## config.mk

```make
export PLATFORM = sky130hd
export DESIGN_NAME = sbs_cell
export DESIGN_NICKNAME = d
export VERILOG_FILES = /design/src/rtl/sbs_pkg.sv /design/src/rtl/sbs_cell.sv
export SDC_FILE = /design/constraint.sdc
export NUM_CORES = 1
export LEC_CHECK = 0
export ABC_AREA = 1
export BUFFER_PORTS_ARGS = -buffer_cell sky130_fd_sc_hd__buf_2
export CORE_AREA = 2 2 86 72
export DETAILED_ROUTE_END_ITERATION = 12
export DIE_AREA = 0 0 88 74
export PLACE_DENSITY_LB_ADDON = 0.12
export SLEW_MARGIN = 30
export SYNTH_ARGS = -nofsm -noshare
export SYNTH_HDL_FRONTEND = slang
export SYNTH_SLANG_ARGS = --single-unit
```

## constraint.sdc

```tcl
create_clock -name clk -period 3.26 [get_ports clk]
set_clock_uncertainty 0.05 [all_clocks]
set_input_delay 0.326 -clock clk [delete_from_list [all_inputs] [get_ports clk]]
set_output_delay 0.326 -clock clk [all_outputs]
set_load 0.005 [all_outputs]
```

## src/rtl/sbs_pkg.sv

```systemverilog
// Shared constants and types of the sort-then-binary-search core.
// Used by every module under rtl; depends on nothing.
package sbs_pkg;

	localparam int STORE_DEPTH = 128;
	localparam int DATA_W      = 32;
	localparam int CNT_W       = $clog2(STORE_DEPTH + 1);
	localparam int IDX_W       = $clog2(STORE_DEPTH);
	localparam int POS_W       = 7;
	localparam int PRB_W       = 4;

	typedef logic signed [DATA_W-1:0] data_t;
	typedef logic [CNT_W-1:0]         cnt_t;
	typedef logic [IDX_W-1:0]         idx_t;

	// broadcast to every cell of the chain
	typedef struct packed {
		logic  load;
		logic  rot;
		data_t din;
	} cell_ctl_t;

endpackage

```

## src/rtl/sbs_cell.sv

```systemverilog
// One cell of the sorting chain: holds one element, inserts in order on load
// and passes its value to the neighbour below when the ring rotates.
// Depends on sbs_pkg.
module sbs_cell (
	input  logic              clk,
	input  sbs_pkg::cell_ctl_t ctl,
	input  logic              occupied,
	input  logic              is_tail,
	input  logic              prev_gt,
	input  sbs_pkg::data_t    prev_val,
	input  sbs_pkg::data_t    next_val,
	output sbs_pkg::data_t    val,
	output logic              gt
);
	import sbs_pkg::*;

	data_t val_q;

	assign gt  = occupied && (val_q > ctl.din);
	assign val = val_q;

	always_ff @(posedge clk) begin
		if (ctl.rot) begin
			val_q <= next_val;
		end else if (ctl.load && (gt || is_tail)) begin
			if (prev_gt) begin
				val_q <= prev_val;
			end else begin
				val_q <= ctl.din;
			end
		end
	end

endmodule

```

==> results.txt, run 1 <==
status - complete, no violations
slew of the pin with the lowest slew margin - 0.7451 ns
final setup fails - 0
port buffer count - 134
gr ovfl total - 0
vias per cell - 4.708
Die ar. - 6512 um^2
Die W - 88 um
synthesized netlist cell count - 298
synthesized flop and latch total - 32
row count - 25
postcts setup bufs - 0
nature of the critical path endpoint - flip-flop
CTS Sinks - 32
Hold WC Path Type - in -> reg
Max Freq - 408.1 MHz
initial antenna violation count - 0
core area - 5662 um^2
max-slew violation count - 0
RSZ-0062 raised after global routing - false
cts repair resizes - 0
Syn Area/Cell - 8.485 um^2
Root Driver - clkbuf_8
ANT cells - 0
clock latency on the worst-skew pair - 0.28 ns
sequential share of power - 0.454
switching share of power - 0.2918
pwr dens - 346.8 nW/um^2
CP arrival - 2.36 ns
Net Switching - 0.3391 mW
first-pass GRT wire length - 9315 um
minimum clock period - 2.450 ns
routed vias - 2401
pin count of the biggest net entering global routing - 63
TritonCTS clock tree - built
depth of the CTS H-tree - 2
total power - 1.162 mW
I/O Pins - 135
Total GRT Usage - 0.1845
max reg flops - 32
top cell type's share of synthesized area - 0.3800
setup ws final - 0.8099 ns
Antenna Violating Nets Remaining - 0
Post-Place Setup Slack - 0.7774 ns
Filler Cell Count - 518
Mapped Nets - 432
cell area after synthesis - 2529 um^2
Die H - 74 um
final layout net count - 562
post-DP HPWL - 4851 um
critical setup path kind - reg -> reg
R2R Setup Slk - 0.81 ns
Distinct cells, synth - 18
share of layout cells above drive strength 1 - 0.3427
crit share post-route - 0.7516
Layout area overhead - 32.51%
Final Hold Fails - 0
LEAKAGE - 1.716 nW
DR iter-0 viols - 74
CTS Hold Bufs - 0
Logic pwr share - 0.299
sequential element share of the synthesized area - 0.3800
setup TNS - 0 ns
clock buffer depth - 2
Internal Pwr Total - 0.8229 mW
number of buffers created by CTS - 5
Startpoint Class - flip-flop
Peak VDD IR - 199.4 uV
Post-Route WL - 6085 um
router iterations before antenna repair - 4
routed len/inst - 11.93 um
vias in the first global route - 2178
Post-route DRC - 0
Initial Util - 0.4466
Clk pwr share - 0.246
RePlAce Congestion - 0.7436
Clock transition at path regs - 0.07 ns
worst rel slew slack - 0.5033
yosys warns - 0
Max Cap Viol - 0
ranking of synthesized cells by area - edfxtp_1 (38%), ha_1 (16%), nand2_1 (11%), o21a_1 (9.5%), o211ai_1 (8.6%)
dominant cell type by area after synthesis - edfxtp_1
WP data required - 3.17 ns
critical path peak fanout - 20
## worst max-delay path, stage by stage, from the launching register on
cell	delay (ns)
edfxtp_1	0.40
ha_1	0.38
nand2_2	0.09
nor2_2	0.13
nand2_2	0.07
nor3b_2	0.22
nand2_1	0.11
nand3_1	0.09
nand3_2	0.09
nand2_1	0.07
nand2_1	0.05
nand2_1	0.07
buf_4	0.31
## layer usage
layer	vias up	part of all wire	track usage	wire, um
met1	1035	0.47	0.2419	2872
met2	77	0.46	0.3081	2772
met3	4	0.067	0.04440	410
li1	1285	-	-	-
met5	-	0	0	0
met4	0	0.0049	0.05128	30
## synthesized netlist by cell type
cell / instances
nand4_1: 1
o21a_1: 32
a21o_1: 1
nand2_1: 72
nand3_2: 1
nor2_2: 1
edfxtp_1: 32
a21oi_1: 20
ha_1: 32
nor2_1: 11
o211ai_1: 29
nand3_1: 3
nand2_2: 2
nor3b_2: 1
inv_1: 44
o21ai_0: 2
inv_2: 1
clkbuf_1: 13
## cell type report
cell class,count,area (um^2),area share
multi-input cells,208,1350,0.4029
flip-flops and latches,32,960.9,0.2868
repair buffers,136,688.2,0.2054
inverters,45,170.2,0.05078
well taps,81,101.3,0.03025
clock buffers,7,76.32,0.02278
clock inverters,1,3.754,0.001120
## per-stage QoR
| stage | instance area (um^2) | hold slack, ns | utilization | cells |
|---|---|---|---|---|
| finish | 3351 | 0.2655 | 0.5918 | 510 |
| global route | 3351 | 0.2621 | 0.5918 | 510 |
| CTS | 3347 | 0.2611 | 0.5912 | 510 |
| detailed placement | 3267 | 0.5535 | 0.5770 | 502 |
| global placement | 3267 | 0.5485 | 0.5770 | 502 |
| floorplan | 2529 | 0.4621 | - | 298 |
## placed cells by master, fill, tap and decap left out
| master | instances |
|---|---|
| buf_2 | 133 |
| nand2_1 | 72 |
| inv_1 | 44 |
| o21a_1 | 32 |
| ha_1 | 32 |
| edfxtp_1 | 32 |
| o211ai_1 | 29 |
| a21oi_1 | 20 |
| nor2_1 | 11 |
| clkbuf_8 | 5 |
| nand3_1 | 3 |
| buf_4 | 3 |
| o21ai_0 | 2 |
| nand2_2 | 2 |
| clkbuf_1 | 2 |
| clkinv_2 | 1 |
| a21o_1 | 1 |
| nor2_2 | 1 |
| nor3b_2 | 1 |
| nand4_1 | 1 |
| nand3_2 | 1 |
| clkinv_1 | 1 |
## power by group through the flow
stage	clock network (mW)	registers (mW)	logic [mW]
2_1_floorplan	0	0.539	0.197
3_3_place_gp	0	0.534	0.341
3_5_place_dp	0	0.537	0.350
4_1_cts	0.295	0.528	0.353
5_1_grt	0.313	0.532	0.396
6_report	0.286	0.528	0.348
## path summary, 6_finish.rpt
path	endpoint	start	cells after the start
worst min register to register	val[1]	val[31]	7
worst min-delay path	val[3]	next_val[3]	2
worst max register to register	val[19]	val[31]	12
worst max-delay path	val[19]	val[31]	12
## cell families after synthesis
| kind of cell | Yosys count | synth area share |
|---|---|---|
| and+or+nand+nor | 92 | 0.1479 |
| AOI/OAI and AO/OA | 84 | 0.2276 |
| buffers and inverters | 58 | 0.08610 |
| adders and majority gates | 32 | 0.1583 |
| DFF | 32 | 0.3800 |
Note: power is estimated with default switching activity, not from simulation.
==> run 2, diff against run 1 <==
Settings changed: CORE_AREA 2 2 86 72 to 2 2 91 76, DIE_AREA 0 0 88 74 to 0 0 93 78.
Clock period 3.26 ns to 2.1 ns, I/O delays scaled along.
==> run 2 against run 1 <==
  * The flow now finishes with violations (negative setup slack)
  * Count of clock-buffer cells in the layout down 2
  * Total power up 69%
  * Register-to-register slack worse by 0.92 ns
  * Flip-flop and latch count unchanged
==> results.txt, run 2 (synthesis gave the netlist of run 1 again) <==
Setup crit end - gt
Max Cap Viol - 0
multi-input logic area - 1573 um^2
Total GRT Usage - 0.1875
Filler Cell Count - 592
routed len/inst - 12.58 um
I/O Pins - 135
clock buffer depth - 2
Startpoint Class - flip-flop
max reg flops - 32
row count - 26
crit share post-route - 1.068
minimum clock period - 2.242 ns
CP arrival - 1.98 ns
slew of the pin with the lowest slew margin - 0.3568 ns
max-slew violation count - 0
Placed Instances - 530
pin count of the biggest net entering global routing - 65
ANT cells - 0
port buffer count - 134
switching share of power - 0.3061
router iterations before antenna repair - 4
Layout area overhead - 50.77%
critical setup path kind - reg -> out
Die H - 78 um
number of buffers created by CTS - 5
Internal Pwr Total - 1.366 mW
final setup fails - 33
register area - 960.9 um^2
Final Core Density - 0.6104
setup ws final - -0.1420 ns
LEAKAGE - 1.890 nW
Die W - 93 um
Hold WC Path Type - in -> reg
RR Startpoint - val[25]
failing checks - negative setup slack
Post-route DRC - 0
DR iter-0 viols - 72
total power - 1.969 mW
Post-Route WL - 6844 um
depth of the CTS H-tree - 2
share of layout cells above drive strength 1 - 0.4326
CTS Sinks - 32
pwr dens - 516.5 nW/um^2
Net Switching - 0.6028 mW
RSZ-0062 raised after global routing - true
RR Endpoint - val[4]
Final Non-Filler Cells - 544
WP data required - 1.84 ns
gr ovfl total - 0
Root Driver - clkbuf_8
R2R Setup Slk - -0.11 ns
vias per cell - 4.647
sequential share of power - 0.419
nature of the critical path endpoint - output pin
CTS Hold Bufs - 0
TritonCTS clock tree - built
CP peak stage delay - 0.46 ns
critical path peak fanout - 2
Worst Setup SP - val[25]
Logic pwr share - 0.355
initial antenna violation count - 0
routed vias - 2528
worst rel slew slack - 0.7621
Max Freq - 446.0 MHz
status - finished, violations left
CP max stage cell - edfxtp_1
final layout net count - 594
Die ar. - 7254 um^2
clock latency on the worst-skew pair - 0.28 ns
core area - 6246 um^2
Final Hold Fails - 0
Clk pwr share - 0.226
Crit path max-delay family - simple AND/OR/NAND/NOR gates
crit path cell chain - ha_4 > nand2_4 > nor2_4 > nand2_2 > nor3b_2 > nand2_1 > o21a_1 > nand3_2 > inv_2 > buf_2
Clock transition at path regs - 0.07 ns
first-pass GRT wire length - 10840 um
vias in the first global route - 2404
Worst path depth - 10
most common cell after layout, fill and taps aside - buf_2
Antenna Violating Nets Remaining - 0
worst path bufs/invs - 2
Initial Util - 0.4048
cells on worst reg2reg path - 11
most frequent cells in the layout - buf_2 (134), nand2_1 (65), inv_1 (43)
hold_ws - 0.1454 ns
RePlAce Congestion - 0.7292
post-DP HPWL - 4974 um
Peak VDD IR - 297.9 uV
run 2: cell type report:
type / count / share of cell area
Clock buffer: 5 / 0.01805
Clock inverter: 2 / 0.001969
Inverter: 45 / 0.04431
Multi-Input combinational cell: 211 / 0.4125
Sequential cell: 32 / 0.2521
Tap cell: 84 / 0.02757
Timing Repair Buffer: 165 / 0.2435
run 2: worst min path at each step:
stage                 startpoint  endpoint  slack [ns]  depth (start not counted)
floorplan           next_val[10]   val[10]        0.35                          1
global placement    next_val[14]   val[14]        0.43                          2
detailed placement   next_val[5]    val[5]        0.43                          2
CTS                 next_val[14]   val[14]        0.14                          2
global route        next_val[14]   val[14]        0.14                          2
finish              next_val[14]   val[14]        0.15                          2
run 2: routing by layer:
layer  vias up  GRT usage  part of all wire
met1      1100     0.2514              0.49
met4         0    0.03824            0.0064
li1       1352          -                 -
met2        72     0.3058              0.45
met3         4    0.04951             0.055
met5         -          0                 0
run 2: power groups by stage:
| stage | clock network (mW) | registers [mW] | logic [mW] |
|---|---|---|---|
| 3_3_place_gp | 0 | 0.830 | 0.613 |
| 3_5_place_dp | 0 | 0.834 | 0.616 |
| 5_1_grt | 0.480 | 0.834 | 0.795 |
| 2_1_floorplan | 0 | 0.836 | 0.315 |
| 6_report | 0.444 | 0.825 | 0.700 |
| 4_1_cts | 0.453 | 0.821 | 0.651 |
run 2: through the flow:
stage               setup WS [ns]  area, um^2  setup TNS [ns]
CTS                       -0.1594        3674          -4.113
floorplan                 0.02783        2560               0
detailed placement        -0.1791        3515          -5.699
global route              -0.2683        3812          -8.359
global placement          -0.1120        3515          -3.557
finish                    -0.1420        3812          -3.391
run 2: timing repair:
action                     4_1_cts  5_1_grt
pin swaps                        4       16
cloned                           2        1
setup endpoints to repair       33       33
buffers inserted                 2        2
resized for setup                7       19
==> run 3, diff against run 2 <==
Clock period 2.1 ns to 2 ns, I/O delays scaled along.
==> run 3 against run 2 <==
  * Flip-flop and latch count is the same
  * Global-route usage grew 0.75 points
  * Die area is the same
  * Critical path depth grew 2
  * The run still ends with negative setup slack left
  * Critical path type is now reg -> reg
  * Total power grew 8.3%
  * Sequential power grew 5.0%
  * First-iteration DRC count grew 1.4%
  * Wire length grew 5.8%
  * Utilization grew 2.4 points
  * Highest routed layer unchanged
==> results.txt, run 3 (synthesis gave the netlist of run 1 again) <==
Startpoint Class - flip-flop
Die ar. - 7254 um^2
most frequent cells in the layout - buf_2 (134), nand2_1 (67), buf_4 (46)
setup TNS - -7.522 ns
I/O Pins - 135
pwr dens - 538.1 nW/um^2
RePlAce Congestion - 0.7600
initial antenna violation count - 0
routed len/inst - 12.88 um
DR iter-0 viols - 73
Antenna Violating Nets Remaining - 0
ANT cells - 0
most common cell after layout, fill and taps aside - buf_2
pin count of the biggest net entering global routing - 63
failing checks - negative setup slack
vias in the first global route - 2574
critical path peak fanout - 8
depth of the CTS H-tree - 2
Post-Place Setup Slack - -0.2745 ns
port buffer count - 134
RR Startpoint - val[29]
final layout net count - 611
Final Cell Area - 3963 um^2
WP data required - 1.94 ns
final setup fails - 33
Root Driver - clkbuf_8
Post-Route WL - 7238 um
placed inst area - 3620 um^2
Post-route DRC - 0
crit share post-route - 1.118
router iterations before antenna repair - 6
Die H - 78 um
TritonCTS clock tree - built
CP arrival - 2.18 ns
Die W - 93 um
first-pass GRT wire length - 11430 um
gr ovfl total - 0
Layout area overhead - 56.70%
setup ws final - -0.2368 ns
Peak VDD IR - 237.2 uV
Hold WC Path Type - in -> reg
clock buffer depth - 2
max reg flops - 32
post-DP HPWL - 5356 um
total power - 2.132 mW
status - finished, violations left
minimum clock period - 2.237 ns
Max Cap Viol - 0
Final Hold Fails - 0
CTS Sinks - 32
Worst Setup SP - val[29]
Max Freq - 447.1 MHz
core area - 6246 um^2
R2R Setup Slk - -0.24 ns
worst rel slew slack - 0.7999
nature of the critical path endpoint - flip-flop
Total GRT Usage - 0.1949
row count - 26
share of layout cells above drive strength 1 - 0.4519
clock latency on the worst-skew pair - 0.28 ns
critical setup path kind - reg -> reg
Clock transition at path regs - 0.07 ns
RSZ-0062 raised after global routing - true
Hold Path Origin - next_val[25]
Initial Util - 0.4048
slew of the pin with the lowest slew margin - 0.3002 ns
routed vias - 2666
LEAKAGE - 1.979 nW
vias per cell - 4.744
number of buffers created by CTS - 5
CTS Hold Bufs - 0
max-slew violation count - 0
[run 3: changes by cell type in the layout (fill, tap and decap cells not counted), moves of 2 or more]
cell | before | now
nand2_1 | 65 | 67
buf_4 | 29 | 46
nand2_2 | 6 | 3
clkbuf_1 | 0 | 2
[run 3: through the flow]
stage	utilization	cells	hold WS [ns]
6_report	0.6344	562	0.1344
5_1_grt	0.6344	562	0.1390
4_1_cts	0.6040	554	0.1291
3_5_place_dp	0.5795	544	0.4244
3_3_place_gp	0.5795	544	0.4283
2_1_floorplan	-	298	0.3361
[run 3: area by class of cell]
class,count,area [um^2]
flip-flops and latches,32,960.9
fillers,601,2283
well taps,84,105.1
inverters,45,168.9
clock buffers,7,76.32
clock inverters,1,3.754
multi-input cells,211,1592
repair buffers,182,1056
[run 3: worst paths after layout]
kind	endpoint	cells after the start
min	val[25]	2
max reg2reg	val[20]	12
max	val[20]	12
min reg2reg	val[2]	8
[run 3: what timing repair did]
action                                  CTS  global route
buffers inserted                          1             6
gates cloned                              1             2
endpoints found under the setup margin   33            33
gates resized for setup                   8            18
pin swaps                                 8            17
[run 3: critical path, stage by stage, from the launching register on]
cell and delay [ns]:
edfxtp_1 0.44, ha_4 0.25, buf_4 0.13, a21oi_1 0.14, o21a_1 0.13, nand2_1 0.07, a21oi_2 0.13, nand2_1 0.06
nand2_1 0.08, nand3_2 0.10, nand2_2 0.12, nand2_8 0.12, nand2_8 0.13
[run 3: report_power, final]
part,switching [mW],internal (mW)
sequential,0.0415,0.825
combinational,0.370,0.413
clock,0.241,0.242
[run 3: routing by layer]
metal / vias to the layer above / track usage / wire [um]
met5: - / 0 / 0
met3: 11 / 0.03592 / 421
met2: 85 / 0.3341 / 3425
met1: 1181 / 0.2500 / 3284
li1: 1389 / - / -
met4: 0 / 0.05882 / 106
