[config.mk]
export PLATFORM = sky130hd
export DESIGN_NAME = sbs_ctrl
export DESIGN_NICKNAME = d
export VERILOG_FILES = /design/src/rtl/sbs_pkg.sv /design/src/rtl/sbs_ctrl.sv
export SDC_FILE = /design/constraint.sdc
export NUM_CORES = 1
export LEC_CHECK = 0
export BUFFER_PORTS_ARGS = -buffer_cell sky130_fd_sc_hd__buf_4
export CAP_MARGIN = 5
export CORE_AREA = 4 4 108 162
export CTS_BUF_LIST = sky130_fd_sc_hd__clkbuf_16
export DETAILED_ROUTE_END_ITERATION = 12
export DIE_AREA = 0 0 112 166
export PLACE_DENSITY = 0.56
export SKIP_CTS_REPAIR_TIMING = 1
export SYNTH_ARGS = -nofsm -noshare
export SYNTH_HDL_FRONTEND = slang
export SYNTH_SLANG_ARGS = --single-unit
[constraint.sdc]
create_clock -name clk -period 10.5 [get_ports clk]
set_input_delay 1.05 -clock clk [delete_from_list [all_inputs] [get_ports clk]]
set_output_delay 1.05 -clock clk [all_outputs]
set_load 0.1 [all_outputs]
[src/rtl/sbs_pkg.sv]
// Shared constants and types of the sort-then-binary-search core.
// Used by every module under rtl; depends on nothing.
package sbs_pkg;

	localparam int STORE_DEPTH = 128;
	localparam int DATA_W      = 32;
	localparam int CNT_W       = $clog2(STORE_DEPTH + 1);
	localparam int IDX_W       = $clog2(STORE_DEPTH);
	localparam int POS_W       = 7;
	localparam int PRB_W       = 4;

	typedef logic signed [DATA_W-1:0] data_t;
	typedef logic [CNT_W-1:0]         cnt_t;
	typedef logic [IDX_W-1:0]         idx_t;

	// broadcast to every cell of the chain
	typedef struct packed {
		logic  load;
		logic  rot;
		data_t din;
	} cell_ctl_t;

endpackage

[src/rtl/sbs_ctrl.sv]
// Load counter, overflow flag, binary search sequencer and result register.
// Watches the head cell of the rotating chain. Depends on sbs_pkg.
module sbs_ctrl (
	input  logic                      clk,
	input  logic                      arst_n,
	input  logic                      in_valid,
	output logic                      in_ready,
	input  sbs_pkg::data_t            element_value,
	input  sbs_pkg::data_t            search_key,
	input  logic                      is_last,
	output logic                      out_valid,
	input  logic                      out_ready,
	output logic                      found,
	output logic [sbs_pkg::POS_W-1:0] position,
	output logic [sbs_pkg::PRB_W-1:0] probe_count,
	output logic                      overflow,
	input  sbs_pkg::data_t            head_val,
	output sbs_pkg::cell_ctl_t        cell_ctl,
	output sbs_pkg::cnt_t             cnt
);
	import sbs_pkg::*;

	localparam logic [1:0] ST_LOAD = 2'd0;
	localparam logic [1:0] ST_SRCH = 2'd1;
	localparam logic [1:0] ST_DONE = 2'd2;

	logic [1:0]       state_q;
	cnt_t             cnt_q;
	logic             ovf_q;
	data_t            key_q;
	cnt_t             lo_q;
	cnt_t             hp1_q;
	idx_t             rot_q;
	logic [PRB_W-1:0] prb_q;
	logic             hit_q;
	idx_t             pos_q;
	logic             out_valid_q;
	logic             found_q;
	logic [POS_W-1:0] position_q;
	logic [PRB_W-1:0] probe_q;
	logic             overflow_q;

	logic             in_acc;
	logic             has_room;
	logic [CNT_W:0]   mid_sum;
	cnt_t             mid;
	logic             open_range;
	logic             probe_now;
	logic             out_free;
	idx_t             rot_next;

	assign in_ready   = (state_q == ST_LOAD);
	assign in_acc     = in_valid && in_ready;
	assign has_room   = cnt_q < CNT_W'(STORE_DEPTH);
	assign mid_sum    = {1'b0, lo_q} + {1'b0, hp1_q} - 1'b1;
	assign mid        = mid_sum[CNT_W:1];
	assign open_range = lo_q < hp1_q;
	assign probe_now  = (state_q == ST_SRCH) && open_range && (rot_q == mid[IDX_W-1:0]);
	assign out_free   = !out_valid_q || out_ready;
	assign rot_next   = (rot_q == IDX_W'(STORE_DEPTH - 1)) ? '0 : rot_q + 1'b1;

	assign cell_ctl.load = in_acc && has_room;
	assign cell_ctl.rot  = (state_q == ST_SRCH);
	assign cell_ctl.din  = element_value;
	assign cnt           = cnt_q;

	assign out_valid   = out_valid_q;
	assign found       = found_q;
	assign position    = position_q;
	assign probe_count = probe_q;
	assign overflow    = overflow_q;

	always_ff @(posedge clk or negedge arst_n) begin
		if (!arst_n) begin
			state_q     <= ST_LOAD;
			cnt_q       <= '0;
			ovf_q       <= 1'b0;
			lo_q        <= '0;
			hp1_q       <= '0;
			rot_q       <= '0;
			prb_q       <= '0;
			hit_q       <= 1'b0;
			pos_q       <= '0;
			out_valid_q <= 1'b0;
		end else begin
			if ((state_q == ST_DONE) && out_free) begin
				out_valid_q <= 1'b1;
			end else if (out_ready) begin
				out_valid_q <= 1'b0;
			end
			unique case (state_q)
				ST_LOAD: begin
					if (in_acc) begin
						if (has_room) begin
							cnt_q <= cnt_q + 1'b1;
						end else begin
							ovf_q <= 1'b1;
						end
						if (is_last) begin
							lo_q    <= '0;
							hp1_q   <= has_room ? cnt_q + 1'b1 : cnt_q;
							rot_q   <= '0;
							prb_q   <= '0;
							hit_q   <= 1'b0;
							pos_q   <= '0;
							state_q <= ST_SRCH;
						end
					end
				end
				ST_SRCH: begin
					rot_q <= rot_next;
					if (!open_range) begin
						state_q <= ST_DONE;
					end else if (probe_now) begin
						prb_q <= prb_q + 1'b1;
						if (head_val == key_q) begin
							hit_q   <= 1'b1;
							pos_q   <= mid[IDX_W-1:0];
							state_q <= ST_DONE;
						end else if (head_val < key_q) begin
							lo_q <= mid + 1'b1;
						end else begin
							hp1_q <= mid;
						end
					end
				end
				ST_DONE: begin
					if (out_free) begin
						cnt_q   <= '0;
						ovf_q   <= 1'b0;
						state_q <= ST_LOAD;
					end
				end
				default: begin
					state_q <= ST_LOAD;
				end
			endcase
		end
	end

	// payload registers
	always_ff @(posedge clk) begin
		if (in_acc && is_last) begin
			key_q <= search_key;
		end
		if ((state_q == ST_DONE) && out_free) begin
			found_q    <= hit_q;
			position_q <= POS_W'(pos_q);
			probe_q    <= prb_q;
			overflow_q <= ovf_q;
		end
	end

endmodule

==> results of run 1 <==
[layer usage]
layer	wire, µm	part of all wire (%)	vias to the layer above	global-route usage [%]
li1	-	-	1924	-
met5	0	0	-	0
met3	805	6.6	18	4.16
met2	6790	55	108	25.7
met4	226	1.8	0	4.92
met1	4460	36	1850	13.7
[worst paths after layout]
path	to	slack [ps]	from
worst max register to register	hp1_q[0]	6620	lo_q[1]
max in group asynchronous	cnt[3]	9350	arst_n
min in group asynchronous	prb_q[3]	720	arst_n
worst max-delay path	hp1_q[0]	6620	lo_q[1]
worst min-delay path	overflow	450	ovf_q
worst min register to register	overflow	450	ovf_q
[sequential cells by signal (all words and copies together) (netlist names)]
name and flops:
pos_q 7, cnt 8, lo_q 8, state_q 2
hp1_q 8, rot_q 7, hit_q 1, overflow 1
out_valid 1, found 1, prb_q 4, key_q 32
ovf_q 1, probe_count 4, position 7
[cell families after synthesis]
family	count (synthesis)
simple gates	119
mux	10
buf+inv	106
fa+ha+maj	58
flops	92
xor+xnor	25
compound gates	106
[cell type report]
| type | instances | area, µm² |
|---|---|---|
| Clock buffer | 9 | 225 |
| Clock inverter | 7 | 90.1 |
| Fill cell | 1568 | 9490 |
| Inverter | 65 | 244 |
| Multi-Input combinational cell | 318 | 2500 |
| Sequential cell | 92 | 2530 |
| Tap cell | 206 | 258 |
| Timing Repair Buffer | 95 | 713 |
[synth_stat cells (all sizes together) (3+ instances only)]
master / n / area, µm²
a211oi: 4 / 47.5
a21o: 4 / 30.0
a21oi: 26 / 130
a221oi: 3 / 26.3
a22o: 13 / 114
and2: 3 / 18.8
and3: 3 / 18.8
buf: 33 / 251
clkbuf: 8 / 30.0
dfrtp: 47 / 1180
edfxtp: 45 / 1350
ha: 57 / 713
inv: 65 / 244
mux2i: 8 / 80.1
nand2: 28 / 105
nand2b: 8 / 50.1
nand3: 15 / 75.1
nand4: 9 / 56.3
nor2: 27 / 101
nor2b: 7 / 43.8
nor3: 3 / 20.0
nor3b: 3 / 22.5
nor4: 3 / 33.8
o211ai: 5 / 37.5
o21ai: 28 / 140
o2bb2ai: 3 / 26.3
o31ai: 4 / 30.0
or2: 3 / 18.8
or4: 3 / 26.3
xnor2: 16 / 140
xor2: 7 / 80.1
[report_power, final]
part / total, W / internal [W] / leakage [nW] / switching, W
sequential: 0.000542 / 0.000490 / 1.06 / 0.0000525
clock: 0.000344 / 0.000208 / 0.153 / 0.000136
combinational: 0.00141 / 0.000530 / 1.79 / 0.000880
total: 0.00230 / 0.00123 / 3.00 / 0.00107
[metrics by stage]
stage | setup slack (ps) | instances
after floorplan | 5970 | 516
after global placement | 6650 | 776
after detailed placement | 6610 | 776
after CTS | 6580 | 792
after global routing | 6380 | 792
final | 6620 | 792
[worst max-delay path: cells and delay by family, from the launching register on]
kind | cells | cell delay [ps]
DFF | 1 | 380
AOI/OAI and AO/OA | 2 | 890
muxes | 1 | 340
and+or+nand+nor | 2 | 430
buffers and inverters | 2 | 100
xor gates and xnor gates | 2 | 710
adders and majority gates | 3 | 920
==> metrics.yaml, run 1 <==
drt:
  drt_first_pass_iters: 4
  routed_wl_mm: 12.3
  post_drt_wl_per_cell_um: 15.5
  detailroute.via_count: 3900
  drt_drc_violations_left: 0
  vias_per_cell: 4.92
  detail_route.iter0.violations: 116
  antenna_left: 0
floorplan:
  num_rows: 57
  dieArea_um2: 18600
  initial_core_utilization_pct: 34.6
  dieWidth_um: 112
  core_area_um2: 16000
  pin_count: 158
  die_height_um: 166
timing:
  finalCriticalPeriod_ps: 3880
  worst_slew_margin_rel_pct: 42.1
  final_setup_violations: 0
  unrepaired_setup_endpoints_after_global_routing: "false"
  holdWs_ps: 445
  finalSetupTns_ps: 0
  finalClockSkew_ps: 6.93
  worst_slew_pin_slew_ps: 869
  final-hold-violation-count: 0
  finalMaxSlewViolations: 0
  max_freq_mhz: 258
  fin_crit_sh_pct: 37.0
cts:
  clk_latency_ps: 340
  cts.clk_slew.worst_paths_ps: 70
  clock_sinks: 92
  cts_tree: "built"
  depth_of_the_cts_h_tree: 3
  clk_root_buffer_cell: "sky130_fd_sc_hd__clkbuf_16"
  cts.path.max_buffers: 2
  tritoncts.num_buffers: 9
placement:
  dp_hpwl_mm: 9.97
  gp_congestion: 0.845
  detailed_place.area_um2: 6250
  buffer_ports.inserted: 93
logic_synthesis:
  synthesis.area_um2: 5550
  yosysSeqAreaShare_pct: 45.5
  post_synth_net_total: 675
  synth-simple-area-share_pct: 11.2
  synth_fa_ha_area_share_pct: 13.2
  yosys_warnings: 0
  count_of_different_cell_masters_after_synthesis: 62
  dominantRegCellSynth: "sky130_fd_sc_hd__dfrtp_1"
  synth.mux.area_fraction_pct: 1.91
  synth_compound_area_share_pct: 13.9
  main_combinational_cell_family_by_area_after_synthesis: "compound AO/OA/AOI/OAI gates"
  post_synth_inst_count: 516
  synthArstFlopShare_pct: 51.1
  syn-mean-instance-area_um2: 10.8
  ys_ff_latch: 92
  synth-edff-count: 45
  yosys.area_share.xor_xnor_pct: 4.78
power:
  vdd_drop_max_mv: 0.143
  fin_total_pwr_w: 0.00230
  pwr_density_cell_nw_per_um2: 350
  p_leak_nw: 3.00
grt:
  first_global_vias: 4247
  grt-ovfl-total: 0
  grt_max_degree: 48
  track_usage_pct: 13.5
  antenna_violations_before_repair: 0
  grt_first_pass_wirelength_mm: 20.4
layout:
  utilization_pct: 40.9
  finalInstanceArea_um2: 6560
  layout_common_cells: "sky130_fd_sc_hd__buf_4, sky130_fd_sc_hd__inv_1, sky130_fd_sc_hd__ha_1"
  nets: 740
  most_common_library_cell_in_the_layout_ignoring_fill_and_taps: "sky130_fd_sc_hd__buf_4"
  num_antenna_cells: 0
  syn_to_final_growth_pct: 18.1
  drive_gt1_share_pct: 21.2
critical_path:
  crit_fanout: 11
  timing.critical_path.slowest_stage_cell: "sky130_fd_sc_hd__a211oi_4"
  timing.reg2reg.worst_path_depth: 12
  timing.critical_path.to_type: "register"
  max_stage_delay_ps: 610
  critPathArrivalTime_ps: 4100
  timing_worst_setup_path_type: "reg2reg"
  timing.critical_path.required_ps: 10720
  cp-start-kind: "register"
  crit_chain: "inv_1 > ha_1 > inv_1 > ha_1 > fa_1 > xor2_1 > xnor2_1 > nand3_1 > nor3_2 > a41oi_4 > a211oi_4 > mux2_4"
status:
  status: "completed"
run:
  number_of_violations_of_the_max_capacitance_limit: 0
hold_path:
  worst_hold_path_type: "reg2reg"
  min_path_cells: 0
Note: power is estimated with default switching activity, not from simulation.
==> inputs of run 2 (changes only) <==
--- a/config.mk
+++ b/config.mk
@@ -11,7 +11,7 @@
 export CTS_BUF_LIST = sky130_fd_sc_hd__clkbuf_16
 export DETAILED_ROUTE_END_ITERATION = 12
 export DIE_AREA = 0 0 112 166
-export PLACE_DENSITY = 0.56
+export PLACE_DENSITY = 0.58
 export SKIP_CTS_REPAIR_TIMING = 1
 export SYNTH_ARGS = -nofsm -noshare
 export SYNTH_HDL_FRONTEND = slang
==> constraint.sdc (replaced) <==
create_clock -name clk -period 3.2 [get_ports clk]
set_input_delay 0.32 -clock clk [delete_from_list [all_inputs] [get_ports clk]]
set_output_delay 0.32 -clock clk [all_outputs]
set_load 0.1 [all_outputs]
==> metrics.yaml, run 2 (synthesized netlist as in run 1, its figures left out) <==
timing:
  final-hold-violation-count: 12
  holdWs_ps: -4.81
  final_setup_violations: 0
  finalClockSkew_ps: 6.27
  finalMaxSlewViolations: 0
  worst_slew_margin_rel_pct: 51.8
  max_freq_mhz: 324
  finalCriticalPeriod_ps: 3090
  worst_slew_pin_slew_ps: 724
  postLayoutSetupSlackWorst_ps: 110
  unrepaired_setup_endpoints_after_global_routing: "true"
  fin_crit_sh_pct: 96.6
drt:
  antenna_left: 0
  detail_route.iter0.violations: 133
  routed_wl_mm: 13.0
  drt_drc_violations_left: 0
  drt_first_pass_iters: 4
  detailroute.via_count: 4051
  vias_per_cell: 4.91
  post_drt_wl_per_cell_um: 15.7
critical_path:
  timing.critical_path.to_type: "register"
  r2r-start: "lo_q[1]"
  timing_worst_setup_path_type: "reg2reg"
  max_stage_delay_ps: 390
  timing.reg2reg.worst_path_depth: 13
  worst_r2r_endpoint: "hp1_q[3]"
  critPathArrivalTime_ps: 3350
  crit_chain: "inv_2 > ha_4 > inv_2 > ha_4 > fa_2 > xor2_2 > xnor2_1 > nand3_1 > nor3_4 > a41oi_4 > a211oi_4 > buf_6 > mux2i_1"
  timing.critical_path.slowest_stage_cell: "sky130_fd_sc_hd__fa_2"
  timing.critical_path.required_ps: 3460
  crit_fanout: 7
  worst-r2r-setup-slack_ps: 110
  worst_path_dominant_cell_family: "adder cells"
  critical_path.n_buffers_inverters: 3
  cp-start-kind: "register"
cts:
  tritoncts.num_buffers: 9
  cts.path.max_buffers: 2
  cts.clk_slew.worst_paths_ps: 70
  depth_of_the_cts_h_tree: 3
  cts_tree: "built"
  clock_sinks: 92
  clk_latency_ps: 340
  clk_root_buffer_cell: "sky130_fd_sc_hd__clkbuf_16"
floorplan:
  dieWidth_um: 112
  die_height_um: 166
  core_area_um2: 16000
  pin_count: 158
  initial_core_utilization_pct: 34.6
  dieArea_um2: 18600
  num_rows: 57
grt:
  antenna_violations_before_repair: 0
  grt-ovfl-total: 0
  grt_first_pass_wirelength_mm: 20.7
  track_usage_pct: 13.9
  grt_max_degree: 48
  first_global_vias: 4267
layout:
  largest_register_ff_count: 32
  drive_gt1_share_pct: 28.6
  most_common_library_cell_in_the_layout_ignoring_fill_and_taps: "sky130_fd_sc_hd__buf_4"
  top_reg_by_flops: "key_q"
  syn_to_final_growth_pct: 24.9
  layout_common_cells: "sky130_fd_sc_hd__buf_4, sky130_fd_sc_hd__inv_1, sky130_fd_sc_hd__ha_1"
  finalInstanceArea_um2: 6940
  num_antenna_cells: 0
  nets: 773
  utilization_pct: 43.2
  nFillCells: 1486
  layout.cells.non_filler: 825
power:
  vdd_drop_max_mv: 0.756
  pwr_density_cell_nw_per_um2: 1250
  p_leak_nw: 3.17
hold_path:
  worst_hold_path_type: "in2async"
placement:
  post-place-ws_ps: -66.2
  dp_hpwl_mm: 10.5
  detailed_place.area_um2: 6470
  buffer_ports.inserted: 93
  gp_congestion: 0.887
  dp_cells: 804
run:
  number_of_violations_of_the_max_capacitance_limit: 0
status:
  status: "complete, but fails checks"
  violations: "hold timing"
==> run 2: per-stage QoR <==
| stage | power (W) | hold WS (ps) | TNS, ps |
|---|---|---|---|
| floorplan | 0.00559 | 24.4 | 0 |
| global placement | 0.00700 | 379 | 0 |
| detailed placement | 0.00710 | 387 | -485 |
| CTS | 0.00828 | 20.8 | -876 |
| global route | 0.00931 | 48.2 | -70.6 |
| finish | 0.00868 | -4.81 | 0 |
==> run 2: worst max-delay path by stage <==
stage | cells past startpoint | endpoint | start | slack [ps]
floorplan | 12 | hp1_q[0] | lo_q[1] | 30
global placement | 13 | hp1_q[3] | lo_q[1] | 40
detailed placement | 13 | hp1_q[3] | lo_q[1] | -70
CTS | 13 | hp1_q[3] | lo_q[1] | -110
global route | 13 | hp1_q[7] | lo_q[1] | -30
finish | 13 | hp1_q[3] | lo_q[1] | 110
==> run 2: area by class of cell <==
type                    count  area [µm²]  area share (%)
multi-input cells         318        2630            37.9
flip-flops and latches     92        2530            36.4
repair buffers            128         965            13.9
well taps                 206         258            3.72
inverters                  65         244            3.52
clock buffers               9         225            3.25
clock inverters             7        91.3            1.32
==> run 2: layer usage <==
metal | global-route usage (%) | share of wire [%]
met5 | 0 | 0
met4 | 6.22 | 3.8
met3 | 3.61 | 7.1
met2 | 26.3 | 53
met1 | 14.0 | 36
==> run 2: power breakdown <==
group          switching (W)  internal (W)
Sequential          0.000172       0.00161
Combinational        0.00327       0.00250
Clock               0.000450      0.000682
Total                0.00389       0.00479
==> inputs of run 3 (changes only) <==
--- a/config.mk
+++ b/config.mk
@@ -5,14 +5,16 @@
 export SDC_FILE = /design/constraint.sdc
 export NUM_CORES = 1
 export LEC_CHECK = 0
+export ABC_AREA = 1
 export BUFFER_PORTS_ARGS = -buffer_cell sky130_fd_sc_hd__buf_4
 export CAP_MARGIN = 5
-export CORE_AREA = 4 4 108 162
+export CORE_AREA = 4 4 111 166
 export CTS_BUF_LIST = sky130_fd_sc_hd__clkbuf_16
 export DETAILED_ROUTE_END_ITERATION = 12
-export DIE_AREA = 0 0 112 166
-export PLACE_DENSITY = 0.58
+export DIE_AREA = 0 0 115 170
+export PLACE_DENSITY = 0.57
 export SKIP_CTS_REPAIR_TIMING = 1
+export SLEW_MARGIN = 20
 export SYNTH_ARGS = -nofsm -noshare
 export SYNTH_HDL_FRONTEND = slang
 export SYNTH_SLANG_ARGS = --single-unit
==> metrics.yaml, run 3 <==
critical_path:
  startpoint: "lo_q[1]"
  critPathArrivalTime_ps: 3230
  cp-start-kind: "register"
  timing_worst_setup_path_type: "reg2reg"
  crit_fanout: 11
  timing.critical_path.required_ps: 3430
  r2r-start: "lo_q[1]"
  timing.critical_path.to_type: "register"
grt:
  track_usage_pct: 14.5
  antenna_violations_before_repair: 0
  grt_first_pass_wirelength_mm: 22.2
  first_global_vias: 4607
  grt_max_degree: 48
  grt-ovfl-total: 0
power:
  share_seq_of_total_power_pct: 22.8
  p_int_w: 0.00366
  power.switching_fraction_pct: 51.0
  clock_power_share_pct: 15.8
  p_switching_w: 0.00381
  p_leak_nw: 3.44
  fin_total_pwr_w: 0.00748
  pwr_density_cell_nw_per_um2: 1070
  power.combinational.fraction_pct: 61.3
  vdd_drop_max_mv: 0.452
drt:
  drt_drc_violations_left: 0
  antenna_left: 0
  detailroute.via_count: 4512
  drt_first_pass_iters: 4
  vias_per_cell: 4.75
  detail_route.iter0.violations: 223
  routed_wl_mm: 14.3
  post_drt_wl_per_cell_um: 15.0
cts:
  clock_sinks: 92
  depth_of_the_cts_h_tree: 3
  tritoncts.num_buffers: 9
  cts.clk_slew.worst_paths_ps: 70
  cts_tree: "built"
  cts.path.max_buffers: 2
  clk_root_buffer_cell: "sky130_fd_sc_hd__clkbuf_16"
  clk_latency_ps: 340
hold_path:
  worst_hold_path_type: "in2async"
floorplan:
  core_area_um2: 17100
  dieArea_um2: 19600
  initial_core_utilization_pct: 34.2
  die_height_um: 170
  pin_count: 158
  num_rows: 59
  dieWidth_um: 115
status:
  violations: "hold timing"
  status: "complete, but fails checks"
timing:
  finalCriticalPeriod_ps: 3010
  final-hold-violation-count: 4
  unrepaired_setup_endpoints_after_global_routing: "false"
  fin_crit_sh_pct: 93.9
  finalSetupTns_ps: 0
  max_freq_mhz: 333
  finalMaxSlewViolations: 0
  worst_slew_margin_rel_pct: 55.3
  worst_slew_pin_slew_ps: 670
  final_setup_violations: 0
  finalClockSkew_ps: 8.43
  holdWs_ps: -3.05
logic_synthesis:
  synthesis.area_um2: 5850
  yosysMostFrequentCell: "sky130_fd_sc_hd__nand2_1"
  post_synth_inst_count: 660
  yosys_warnings: 0
  count_of_different_cell_masters_after_synthesis: 42
  synth-edff-count: 45
  yosys-top-cells-area: "sky130_fd_sc_hd__edfxtp_1, sky130_fd_sc_hd__dfrtp_1, sky130_fd_sc_hd__ha_1"
  post_synth_net_total: 819
  dominantRegCellSynth: "sky130_fd_sc_hd__dfrtp_1"
  synthArstFlopShare_pct: 51.1
  syn-mean-instance-area_um2: 8.86
  ys_ff_latch: 92
  synth.top_cell.area_share_pct: 23.1
  synth_common_cells: "sky130_fd_sc_hd__nand2_1, sky130_fd_sc_hd__inv_1, sky130_fd_sc_hd__ha_1"
  synth_top_cell_by_area: "sky130_fd_sc_hd__edfxtp_1"
  yosysSeqAreaShare_pct: 43.2
layout:
  layout_common_cells: "sky130_fd_sc_hd__nand2_1, sky130_fd_sc_hd__inv_1, sky130_fd_sc_hd__buf_4"
  syn_to_final_growth_pct: 19.3
  most_common_library_cell_in_the_layout_ignoring_fill_and_taps: "sky130_fd_sc_hd__nand2_1"
  num_antenna_cells: 0
  drive_gt1_share_pct: 22.3
  largest_register_ff_count: 32
  top_reg_by_flops: "key_q"
  nets: 891
  finalInstanceArea_um2: 6980
  layout.cells.non_filler: 950
placement:
  dp_hpwl_mm: 11.2
  buffer_ports.inserted: 93
  dp_cells: 931
  gp_congestion: 0.814
  detailed_place.area_um2: 6570
run:
  number_of_violations_of_the_max_capacitance_limit: 0
run 3: cell types whose count changed in the layout (fill, tap and decap cells not counted), moves of 9 or more:
cell | previous run | this run
sky130_fd_sc_hd__a22o_1 | 13 | 0
sky130_fd_sc_hd__buf_4 | 127 | 98
sky130_fd_sc_hd__inv_1 | 61 | 117
sky130_fd_sc_hd__nand2_1 | 28 | 120
sky130_fd_sc_hd__nand2_2 | 0 | 15
sky130_fd_sc_hd__nand3_1 | 15 | 43
sky130_fd_sc_hd__nor2_1 | 23 | 36
sky130_fd_sc_hd__o21ai_0 | 11 | 23
sky130_fd_sc_hd__o21ai_1 | 17 | 3
sky130_fd_sc_hd__o21bai_1 | 1 | 16
sky130_fd_sc_hd__o22ai_1 | 0 | 9
sky130_fd_sc_hd__xnor2_1 | 15 | 1
run 3: final cells by class:
type	count	area (µm²)
well taps	213	267
repair buffers	99	756
fillers	1730	10100
flip-flops and latches	92	2530
inverters	118	443
clock inverters	7	105
multi-input cells	412	2660
clock buffers	9	225
run 3: stage by stage:
stage / setup slack [ps] / utilization, % / hold slack [ps]
6_report: 194 / 40.7 / -3.05
5_1_grt: 5.68 / 40.7 / 41.1
4_1_cts: 126 / 40.3 / 25.7
3_5_place_dp: 140 / 38.4 / 401
3_3_place_gp: 258 / 38.4 / 397
2_1_floorplan: 92.6 / - / 24.4
run 3: kinds of logic (layout without fill, tap and decap cells):
logic type | after synthesis | count (layout) | synth area share [%]
buf+inv | 158 | 233 | 12.7
xor+xnor | 10 | 10 | 1.73
simple gates | 245 | 247 | 19.5
compound gates | 97 | 97 | 10.3
fa+ha+maj | 58 | 58 | 12.5
flops | 92 | 92 | 43.2
run 3: worst paths after layout:
kind                          endpoint  slack [ps]  cells past startpoint
min                           prb_q[3]          -3                      1
max reg2reg                   hp1_q[3]         190                     18
max                           hp1_q[3]         190                     18
min reg2reg                position[2]         460                      0
min in group clk             key_q[26]         150                      1
max in group asynchronous     rot_q[2]        2770                      1
run 3: power by group through the flow:
stage | registers (W) | logic (W) | clock network, W
6_report | 0.00171 | 0.00459 | 0.00118
2_1_floorplan | 0.00221 | 0.00307 | 0
3_5_place_dp | 0.00173 | 0.00446 | 0
4_1_cts | 0.00171 | 0.00447 | 0.00122
3_3_place_gp | 0.00173 | 0.00442 | 0
5_1_grt | 0.00174 | 0.00505 | 0.00126
run 3: critical path, cell delays in order, from the launching register on:
cell and delay (ps):
sky130_fd_sc_hd__dfrtp_1 350, sky130_fd_sc_hd__inv_1 80, sky130_fd_sc_hd__ha_4 270, sky130_fd_sc_hd__inv_1 40, sky130_fd_sc_hd__ha_2 200, sky130_fd_sc_hd__fa_2 630
sky130_fd_sc_hd__inv_1 50, sky130_fd_sc_hd__nand2_1 50, sky130_fd_sc_hd__nand4_1 90, sky130_fd_sc_hd__nor2_1 120, sky130_fd_sc_hd__nand2_1 70, sky130_fd_sc_hd__nor2_2 100
sky130_fd_sc_hd__nand2_2 70, sky130_fd_sc_hd__nor2_4 130, sky130_fd_sc_hd__nand3_4 120, sky130_fd_sc_hd__nand2_8 160, sky130_fd_sc_hd__nand2_4 130, sky130_fd_sc_hd__o21bai_1 180
sky130_fd_sc_hd__nand2_1 60
run 3: metal layers:
layer / GRT usage (%) / share of wire [%] / wire length, µm / vias to the layer above
li1: - / - / - / 2267
met1: 14.6 / 37 / 5310 / 2115
met5: 0 / 0 / 0 / -
met2: 27.8 / 54 / 7750 / 102
met3: 2.99 / 5.0 / 717 / 28
met4: 6.69 / 3.4 / 484 / 0
